**src/design/sic_pkg.sv**
```systemverilog
// shared types and constants for the secondary interrupt controller
// no dependencies; imported by secondary_interrupt_controller
`timescale 1ns / 1ps
`default_nettype none

package sic_pkg;

    // number of interrupt sources, one bit each in every register
    localparam int NUM_SOURCES = 23;
    localparam int IDX_W       = $clog2(NUM_SOURCES);

    typedef logic [NUM_SOURCES-1:0] src_vec_t;

    // item kinds
    typedef enum logic [1:0] {
        KIND_READ   = 2'd0,
        KIND_WRITE  = 2'd1,
        KIND_SAMPLE = 2'd2,
        KIND_NONE   = 2'd3
    } kind_t;

    // register word offsets
    localparam logic [3:0] OFF_SELECT   = 4'd0;
    localparam logic [3:0] OFF_ENABLE   = 4'd1;
    localparam logic [3:0] OFF_ENCLR    = 4'd2;
    localparam logic [3:0] OFF_ENSET    = 4'd3;
    localparam logic [3:0] OFF_TYPE     = 4'd4;
    localparam logic [3:0] OFF_POLARITY = 4'd5;
    localparam logic [3:0] OFF_SECURITY = 4'd6;
    localparam logic [3:0] OFF_IRQSTAT  = 4'd7;
    localparam logic [3:0] OFF_FIQSTAT  = 4'd8;
    localparam logic [3:0] OFF_RAW      = 4'd9;
    localparam logic [3:0] OFF_CLEAR    = 4'd10;
    localparam logic [3:0] OFF_SOFT     = 4'd11;

    typedef struct packed {
        logic [1:0] kind;
        logic [3:0] reg_offset;
        src_vec_t   write_value;
        src_vec_t   source_lines;
    } sic_req_t;

    typedef struct packed {
        src_vec_t         read_value;
        logic             irq_line;
        logic             fiq_line;
        logic             pending_valid;
        logic [IDX_W-1:0] pending_index;
    } sic_rsp_t;

    // lowest set bit of a source vector, zero when none is set
    function automatic logic [IDX_W-1:0] lowest_set(input src_vec_t v);
        logic [IDX_W-1:0] idx;
        idx = '0;
        for (int i = NUM_SOURCES - 1; i >= 0; i--)
        begin
            if (v[i])
            begin
                idx = IDX_W'(i);
            end
        end
        return idx;
    endfunction

endpackage

`default_nettype wire

```
**src/design/secondary_interrupt_controller.sv**
```systemverilog
// secondary interrupt controller: 23 sources behind word registers
// the response is valid once an item has passed the request register, then the state
// update and response register; throughput one item per cycle while the response side
// does not stall, set by the state update plus priority encoder
// rst_n asynchronously clears all source registers and both pipeline valids
// depends on sic_pkg
`timescale 1ns / 1ps
`default_nettype none

module secondary_interrupt_controller (
    input  wire logic              clk,
    input  wire logic              rst_n,
    input  wire logic              req_valid,
    output logic                   req_ready,
    input  wire sic_pkg::sic_req_t req,
    output logic                   rsp_valid,
    input  wire logic              rsp_ready,
    output sic_pkg::sic_rsp_t      rsp
);
    import sic_pkg::*;

    // request stage
    logic     req_valid_reg;
    sic_req_t req_reg;

    // source state
    src_vec_t enable_reg,   enable_next;
    src_vec_t type_reg,     type_next;
    src_vec_t polarity_reg, polarity_next;
    src_vec_t select_reg,   select_next;
    src_vec_t latch_reg,    latch_next;
    src_vec_t lines_reg,    lines_next;
    src_vec_t soft_reg,     soft_next;

    // response stage
    logic     rsp_valid_reg;
    sic_rsp_t rsp_reg, rsp_next;

    logic     advance;
    src_vec_t raw_cur, irq_cur, fiq_cur;
    src_vec_t raw_new, irq_new, fiq_new;
    src_vec_t read_data;
    src_vec_t edge_det;

    // pipeline flow control
    assign advance   = req_valid_reg && (!rsp_valid_reg || rsp_ready);
    assign req_ready = !req_valid_reg || advance;
    assign rsp_valid = rsp_valid_reg;
    assign rsp       = rsp_reg;

    // request register
    always_ff @(posedge clk or negedge rst_n)
    begin
        if (!rst_n)
        begin
            req_valid_reg <= 1'b0;
        end
        else if (req_ready)
        begin
            req_valid_reg <= req_valid;
        end
    end

    always_ff @(posedge clk)
    begin
        if (req_valid && req_ready)
        begin
            req_reg <= req;
        end
    end

    // status from the current state, used by reads
    always_comb
    begin
        raw_cur = ((lines_reg ^ polarity_reg) & ~type_reg) | (latch_reg & type_reg) | soft_reg;
        irq_cur = raw_cur & enable_reg & ~select_reg;
        fiq_cur = raw_cur & enable_reg & select_reg;
    end

    // read mux
    always_comb
    begin
        case (req_reg.reg_offset)
            OFF_SELECT:   read_data = select_reg;
            OFF_ENABLE:   read_data = enable_reg;
            OFF_ENCLR:    read_data = enable_reg;
            OFF_ENSET:    read_data = enable_reg;
            OFF_TYPE:     read_data = type_reg;
            OFF_POLARITY: read_data = polarity_reg;
            OFF_IRQSTAT:  read_data = irq_cur;
            OFF_FIQSTAT:  read_data = fiq_cur;
            OFF_RAW:      read_data = raw_cur;
            OFF_SOFT:     read_data = soft_reg;
            default:      read_data = '0;
        endcase
    end

    // edge detection on a line sample
    assign edge_det = ((req_reg.source_lines & ~lines_reg) & ~polarity_reg)
                    | ((lines_reg & ~req_reg.source_lines) & polarity_reg);

    // next source state
    always_comb
    begin
        enable_next   = enable_reg;
        type_next     = type_reg;
        polarity_next = polarity_reg;
        select_next   = select_reg;
        latch_next    = latch_reg;
        lines_next    = lines_reg;
        soft_next     = soft_reg;
        if (req_reg.kind == KIND_WRITE)
        begin
            case (req_reg.reg_offset)
                OFF_SELECT:   select_next   = req_reg.write_value;
                OFF_ENABLE:   enable_next   = req_reg.write_value;
                OFF_ENCLR:    enable_next   = enable_reg & ~req_reg.write_value;
                OFF_ENSET:    enable_next   = enable_reg | req_reg.write_value;
                OFF_TYPE:     type_next     = req_reg.write_value;
                OFF_POLARITY: polarity_next = req_reg.write_value;
                OFF_CLEAR:    latch_next    = latch_reg & ~req_reg.write_value;
                OFF_SOFT:     soft_next     = req_reg.write_value;
                default:      ;
            endcase
        end
        else if (req_reg.kind == KIND_SAMPLE)
        begin
            latch_next = latch_reg | (edge_det & type_reg);
            lines_next = req_reg.source_lines;
        end
    end

    // status after the step and response assembly
    always_comb
    begin
        raw_new = ((lines_next ^ polarity_next) & ~type_next) | (latch_next & type_next)
                | soft_next;
        irq_new = raw_new & enable_next & ~select_next;
        fiq_new = raw_new & enable_next & select_next;
        rsp_next.read_value    = (req_reg.kind == KIND_READ) ? read_data : '0;
        rsp_next.irq_line      = |irq_new;
        rsp_next.fiq_line      = |fiq_new;
        rsp_next.pending_valid = |irq_new;
        rsp_next.pending_index = lowest_set(irq_new);
    end

    // source state registers, updated when an item moves to the response stage
    always_ff @(posedge clk or negedge rst_n)
    begin
        if (!rst_n)
        begin
            enable_reg   <= '0;
            type_reg     <= '0;
            polarity_reg <= '0;
            select_reg   <= '0;
            latch_reg    <= '0;
            lines_reg    <= '0;
            soft_reg     <= '0;
        end
        else if (advance)
        begin
            enable_reg   <= enable_next;
            type_reg     <= type_next;
            polarity_reg <= polarity_next;
            select_reg   <= select_next;
            latch_reg    <= latch_next;
            lines_reg    <= lines_next;
            soft_reg     <= soft_next;
        end
    end

    // response register
    always_ff @(posedge clk or negedge rst_n)
    begin
        if (!rst_n)
        begin
            rsp_valid_reg <= 1'b0;
        end
        else if (advance)
        begin
            rsp_valid_reg <= 1'b1;
        end
        else if (rsp_ready)
        begin
            rsp_valid_reg <= 1'b0;
        end
    end

    always_ff @(posedge clk)
    begin
        if (advance)
        begin
            rsp_reg <= rsp_next;
        end
    end

    // irq line and pending flag come from the same status vector
    assert property (@(posedge clk) disable iff (!rst_n)
        rsp_valid |-> (rsp.pending_valid == rsp.irq_line))
        else $error("pending_valid disagrees with irq_line");

    // no pending source means index zero
    assert property (@(posedge clk) disable iff (!rst_n)
        (rsp_valid && !rsp.pending_valid) |-> (rsp.pending_index == '0))
        else $error("pending_index nonzero with nothing pending");

    // only reads return data
    assert property (@(posedge clk) disable iff (!rst_n)
        (advance && req_reg.kind != KIND_READ) |=> (rsp.read_value == '0))
        else $error("read data on a non-read transfer");

    // a stalled request stage keeps its item
    assert property (@(posedge clk) disable iff (!rst_n)
        (req_valid_reg && !advance) |=> (req_valid_reg && $stable(req_reg)))
        else $error("request stage lost an item while stalled");

    // source state changes only when an item advances
    assert property (@(posedge clk) disable iff (!rst_n)
        !advance |=> ($stable(enable_reg) && $stable(latch_reg) && $stable(lines_reg)))
        else $error("source state changed without a transfer");

endmodule

`default_nettype wire

```
**config.mk**
```make
export PLATFORM = sky130hd
export DESIGN_NAME = secondary_interrupt_controller
export DESIGN_NICKNAME = d
export VERILOG_FILES = /design/src/design/sic_pkg.sv /design/src/design/secondary_interrupt_controller.sv
export SDC_FILE = /design/constraint.sdc
export NUM_CORES = 1
export LEC_CHECK = 0
export BUFFER_PORTS_ARGS = -buffer_cell sky130_fd_sc_hd__buf_2
export CORE_MARGIN = 2
export CORE_UTILIZATION = 50
export DETAILED_ROUTE_END_ITERATION = 10
export PLACE_DENSITY_LB_ADDON = 0.15
export REMOVE_ABC_BUFFERS = 1
export SYNTH_ARGS = -nofsm -noshare
export SYNTH_HDL_FRONTEND = slang
export SYNTH_SLANG_ARGS = --single-unit
```
**constraint.sdc**
```tcl
create_clock -name clk -period 3.59 [get_ports clk]
set_clock_uncertainty 0.15 [all_clocks]
set_input_delay 0.718 -clock clk [delete_from_list [all_inputs] [get_ports clk]]
set_output_delay 0.718 -clock clk [all_outputs]
set_load 0.03 [all_outputs]
```
==> metrics.md, run 1 <==
| Metric | Value |
|---|---|
| Outcome | finished clean |
| Placed insts | about 2000 |
| Clock root buffer | clkbuf_16 |
| CTS tree | done |
| Mapped Cells | about 1500 |
| Final WL | about 47 mm |
| RSZ-0062 raised after global routing | no |
| Vias in the first global route | 12600 |
| Core ar. | between 0.02 and 0.03 mm^2 |
| Clock Pin Slew Worst Setup and Hold Paths | about 0.060 ns |
| PnR Total Power | 9.69 mW |
| Starting Density | 0.505 |
| Die Area | roughly 0.030 mm^2 |
| IO buf count | 88 |
| Max FO, Critical Path | 8 |
| Worst IR drop on VDD | 0.464 mV |
| EDFF count, synth | just over 80 |
| Largest net degree at the start of global routing | 90 |
| Max reg flops | 52 |
| Pins over their slew limit | 0 |
| Peak Freq | 290 MHz |
| Critical path data arrival time | 3.57 ns |
| # clock sinks | 245 |
| I/O Pins | 89 |
| DRT iter0 DRCs | roughly 1300 |
| Worst setup SP type | register |
| Nets | ~1700 |
| Type of the worst setup path | register to register |
| Vias | 12900 |
| First-pass GRT wire length | approximately 74 mm |
| Synth Cell Area | ~0.014 mm^2 |
| Sequential area share after synthesis | 0.454 |
| Syn avg cell area | 9.59 um^2 |
| Tightest Pin Transition | 0.976 ns |
| Die X | roughly 170 um |
| Fin crit period | between 3 and 4 ns |
| Pre-CTS setup slack | roughly 0.13 ns |
| Placed Area | between 0.015 and 0.02 mm^2 |
| GPL Wtd Cong | roughly 0.98 |
| GRT Util Overall | 0.314 |
| Worst endpoint required time | 3.71 ns |
| Max cap viols | 0 |
| CTS Buffer Depth | 3 |
| P&R area growth vs syn | 16.1% |
| Syn. warnings | 0 |
| Die Span Y | approximately 170 um |
| Fillers | 2500 |
| Finish-stage setup viols | 0 |
| Post-DRT Antenna Nets | 0 |
| Final Hold Vio Count | 0 |
| HP Class | primary input to asynchronous set/reset pin |
| FF+latch count, synth | around 250 |
| Worst slew margin | 0.350 |
| DPL Wire Length | about 32 mm |
| Period Utilization, post-route | 0.961 |
| Setup ws final | approximately 0.14 ns |
| Rows | just over 60 |
| Total grt overflow | 0 |
| Layout Cells excl Fill | 2016 |
| Clk Latency, worst-skew pair | 0.55 ns |
| DR WL/cell | 23.5 um |
| Leakage | 7.21 nW |
| Initial DRT Pass Iterations | 5 |
| Layout cells sized above 1 | 0.203 |
| CTS Buf Count | 28 |
| Via density | 6.40 |
| Ys async rst share | 0.665 |
| Antenna violations before repair | 0 |
| Fin Setup TNS | 0 ns |
| # diodes | 0 |
| Crit. End Element | register |
| Primary FF master, synth | dfrtp_1 |
| DRC Markers | 0 |
| Fin area | roughly 0.017 mm^2 |
| H-tree levels | 1 |
| Synth cell types | 84 |
| Cell Pwr Density | between 500 and 600 mW/mm^2 |
## synth_stat cells, types with 13 or more instances
| cell | instances | area (um^2) |
|---|---|---|
| a41oi_1 | 25 | 219 |
| nand2_1 | 248 | 931 |
| dfrtp_1 | 163 | 4080 |
| a31oi_1 | 20 | 125 |
| a22oi_1 | 59 | 443 |
| a21o_1 | 29 | 218 |
| nor3b_1 | 16 | 120 |
| o21ai_0 | 186 | 931 |
| xor2_1 | 28 | 245 |
| buf_2 | 26 | 130 |
| inv_1 | 28 | 105 |
| and2_1 | 13 | 81.3 |
| edfxtp_1 | 82 | 2460 |
| mux2_2 | 67 | 754 |
| mux2i_1 | 58 | 581 |
| nor2_1 | 39 | 146 |
| a21oi_1 | 52 | 260 |
| a211oi_1 | 13 | 97.6 |
| nand3_1 | 31 | 155 |
| a22o_1 | 18 | 158 |
| clkbuf_1 | 61 | 229 |
## critical path, cell delays in order, from the launching register on
cell and delay [ns]:
edfxtp_1 0.53, or4b_1 0.63, buf_4 0.23, o21ai_2 0.13
and2_1 0.16, a31oi_1 0.14, o21ai_1 0.23, nor2_1 0.10
nor4_1 0.35, buf_4 0.18, and4_1 0.22, nand4_1 0.11
## final timing paths
check / start / endpoint / slack (ns) / depth (start not counted)
worst min register to register: latch_reg[17] / latch_reg[17] / 0.34 / 2
worst max-delay path: req_reg[46] / rsp[5] / 0.14 / 11
min in group clk: req[15] / req_reg[15] / 0.18 / 1
worst max register to register: req_reg[46] / rsp[5] / 0.14 / 11
worst min-delay path: rst_n / lines_reg[18] / 0.01 / 1
max in group asynchronous: rst_n / type_reg[2] / 2.49 / 2
## report_power, final
| group | total [mW] | leakage (nW) | internal, mW | switching (mW) |
|---|---|---|---|---|
| clock network | 3.11 | 0.483 | 1.94 | 1.17 |
| logic | 2.51 | 3.77 | 1.10 | 1.42 |
| registers | 4.07 | 2.95 | 3.43 | 0.635 |
| total | 9.69 | 7.21 | 6.47 | 3.23 |
## cells by family after synthesis
group	after synthesis	synth area share
xor+xnor	32	0.0194
compound gates	520	0.241
mux	126	0.0934
simple gates	442	0.149
fa+ha+maj	1	0.000695
flops	245	0.454
buf+inv	137	0.0426
## placed cells by master, fill, tap and decap left out, drive strengths merged, types with 38 or more instances in the layout
master | synthesis | final
edfxtp | 82 | 82
clkbuf | 61 | 38
a21oi | 52 | 52
nand2 | 251 | 251
o21ai | 196 | 196
nor2 | 40 | 40
buf | 46 | 184
mux2 | 68 | 68
dfrtp | 163 | 163
a22oi | 59 | 59
mux2i | 58 | 58
## layer usage
| metal | wire, um | vias up | GRT usage |
|---|---|---|---|
| met4 | 2330 | 0 | 0.142 |
| li1 | - | 5842 | - |
| met1 | 20000 | 6240 | 0.429 |
| met5 | 0 | - | 0 |
| met3 | 3620 | 153 | 0.0432 |
| met2 | 21500 | 659 | 0.499 |
## what timing repair did
action,in CTS,in global routing
hold buffers,0,0
endpoints found under the setup margin,0,3
hold endpoints to repair,0,0
gates resized for setup,0,4
buffers inserted,0,3
## metrics by stage
step / utilization / hold slack, ns
global placement: 0.549 / 0.314
detailed placement: 0.549 / 0.324
global route: 0.586 / 0.0556
CTS: 0.585 / 0.0273
finish: 0.586 / 0.0120
floorplan: - / 0.272
## layout make-up
cell class	count	area, um^2	share of cell area
Tap cell	384	480	0.0287
Timing Repair Buffer	184	1300	0.0777
Inverter	30	113	0.00673
Multi-Input combinational cell	1121	7290	0.435
Clock buffer	38	811	0.0484
Clock inverter	14	203	0.0121
Sequential cell	245	6540	0.391
Power figures use the tool's default switching activity.
==> run 2: changes to the inputs <==
==> constraint.sdc (replaced) <==
create_clock -name clk -period 3.59 [get_ports clk]
set_clock_uncertainty 0.15 [all_clocks]
set_input_delay 0.359 -clock clk [delete_from_list [all_inputs] [get_ports clk]]
set_output_delay 0.359 -clock clk [all_outputs]
set_load 0.03 [all_outputs]
==> metrics.md, run 2 (synthesized netlist as in run 1, its figures left out) <==
| Metric | Value |
|---|---|
| Fillers | 2459 (-1.6%) |
| Clock root buffer | clkbuf_16 |
| FF-to-FF setup slack | 0.18 ns (+0.04 ns) |
| Critical path's top delay family | compound AO/OA/AOI/OAI gates |
| DRC Markers | 0 (unchanged) |
| Fin crit period | 3.41 ns (-0.0358 ns) |
| IO buf count | 88 (unchanged) |
| HP Class | primary input to asynchronous set/reset pin |
| Outcome | finished clean |
| Cell Pwr Density | 557 mW/mm^2 (-3.9%) |
| Placed Area | 0.0156 mm^2 (-0.40%) |
| Max reg flops | 52 (unchanged) |
| CTS Buf Count | 29 (+3.6%) |
| Die Area | 0.0302 mm^2 (unchanged) |
| P&R area growth vs syn | 18.9% |
| Pre-CTS setup slack | 0.196 ns (+0.0629 ns) |
| Antenna violations before repair | 0 (unchanged) |
| Initial DRT Pass Iterations | 6 (+1) |
| Clock Pin Slew Worst Setup and Hold Paths | 0.06 ns (about the same) |
| Clk Latency, worst-skew pair | 0.54 ns (about the same) |
| Rows | 62 (unchanged) |
| DPL Wire Length | 31.7 mm (-1.1%) |
| CP Launch Point | req_reg[46] |
| Worst setup SP type | register |
| Crit-path cells | buf_4, nand4bb_1, buf_4, o21ai_0, a21o_1, a31oi_1, o21ai_0, buf_4, o211ai_1, a21oi_1, a211oi_1, o311a_1 |
| Finish-stage setup viols | 0 (unchanged) |
| DR WL/cell | 23.5 um (+0.13%) |
| Peak Freq | 293 MHz (+1.0%) |
| Most frequent CP cell | buf_4 |
| DRT iter0 DRCs | 1251 (-2.3%) |
| Commonest non-fill, non-tap cell in the layout | nand2_1 |
| Worst Setup EP | rsp[0] |
| Worst flop-to-flop path endpoint | rsp[0] |
| Crit Reg-Reg Startpoint | req_reg[46] |
| Worst endpoint required time | 3.74 ns (+0.03 ns) |
| # clock sinks | 245 (unchanged) |
| Setup ws final | 0.177 ns (+0.0358 ns) |
| CP max stage cell | edfxtp_1 |
| First-pass GRT wire length | 75.2 mm (+1.8%) |
| R2R cell count | 12 (+1) |
| Critical path data arrival time | 3.56 ns (about the same) |
| Pins over their slew limit | 0 (unchanged) |
| Buffers & Inverters on Critical Path | 3 (+1) |
| Post-DRT Antenna Nets | 0 (unchanged) |
| Max stage delay on crit path | 0.53 ns (-0.10 ns) |
| Period Utilization, post-route | 0.951 (-0.00997) |
| CTS Buffer Depth | 3 (unchanged) |
| Commonest cells after routing, fill and taps aside | 247 x nand2_1, 184 x o21ai_0, 163 x dfrtp_1 |
| FF+latch area | 0.00654 mm^2 (unchanged) |
| Vias in the first global route | 12900 (+2.3%) |
| Layout cells sized above 1 | 0.191 (-0.0115) |
| Leakage | 7.37 nW (+2.2%) |
| CTS tree | done |
| Max cap viols | 0 (unchanged) |
| Vias | 13200 (+2.1%) |
| Core ar. | 0.0285 mm^2 (unchanged) |
| GRT Util Overall | 0.319 (+0.00523) |
| Worst slew margin | 0.349 (-0.00109) |
| Tightest Pin Transition | 0.977 ns (+0.00164 ns) |
| Footprint of the multi-input gates | 0.00728 mm^2 (-0.10%) |
| Fin area | 0.0171 mm^2 (+2.4%) |
| Final WL | 48.7 mm (+2.7%) |
| # diodes | 0 (unchanged) |
| Total grt overflow | 0 (unchanged) |
| Die X | 174 um (unchanged) |
| Final Hold Vio Count | 0 (unchanged) |
| RSZ-0062 raised after global routing | no |
| Via density | 6.37 (-0.43%) |
| I/O Pins | 89 (unchanged) |
| H-tree levels | 1 (unchanged) |
| Nets | 1717 (+3.1%) |
| Starting Density | 0.505 (unchanged) |
| Type of the worst setup path | register to register |
| Crit. path cell count | 12 (+1) |
| Die Span Y | 174 um (unchanged) |
| GPL Wtd Cong | 0.956 (-2.7%) |
| Worst IR drop on VDD | 0.424 mV (-8.6%) |
| Largest net degree at the start of global routing | 90 (unchanged) |
| Max FO, Critical Path | 8 (unchanged) |
| Core Util, Final | 0.600 (+0.0138) |
| Crit. End Element | register |
## run 2: how the worst min path moves through the flow
| stage | start | to | slack [ns] | cells past startpoint |
|---|---|---|---|---|
| 6_report | rst_n | soft_reg[18] | 0.27 | 2 |
| 3_3_place_gp | rst_n | soft_reg[18] | 0.30 | 1 |
| 4_1_cts | rst_n | soft_reg[18] | 0.28 | 2 |
| 5_1_grt | rst_n | soft_reg[18] | 0.33 | 2 |
| 3_5_place_dp | rst_n | soft_reg[18] | 0.29 | 1 |
| 2_1_floorplan | rst_n | enable_reg[0] | -0.09 | 0 |
## run 2: layer usage
| layer | GRT usage | share of wire | vias up |
|---|---|---|---|
| met5 | 0 | 0 | - |
| met4 | 0.121 | 0.042 | 0 |
| met3 | 0.0423 | 0.077 | 156 |
| met2 | 0.520 | 0.46 | 667 |
| met1 | 0.436 | 0.42 | 6398 |
| li1 | - | - | 5942 |
## run 2: cell type report
cell class / count / share of cell area
sequential: 245 / 0.382
clock buffer: 39 / 0.0451
tap: 384 / 0.0280
clock inverter: 14 / 0.00928
inverter: 30 / 0.00657
timing repair buffer: 234 / 0.104
multi-input combinational: 1121 / 0.425
## run 2: what timing repair did
item,in CTS,in global routing
gates resized for setup,0,2
setup endpoints to repair,0,4
hold buffers,56,0
hold endpoints to repair,124,0
setup buffers,0,2
## run 2: stage by stage
step	setup TNS [ns]	power, mW	hold slack (ns)	std cells
finish	0	9.53	0.271	2067
global route	0	10.0	0.332	2067
global placement	0	6.49	0.296	1956
CTS	0	9.53	0.283	2065
detailed placement	0	6.55	0.289	1956
floorplan	-70.06	5.63	-0.0866	1396
## run 2: power by group
| group | internal, mW | total [mW] | switching (mW) |
|---|---|---|---|
| clock network | 1.73 | 2.91 | 1.19 |
| registers | 3.43 | 4.08 | 0.650 |
| logic | 1.12 | 2.54 | 1.41 |
| total | 6.29 | 9.53 | 3.25 |
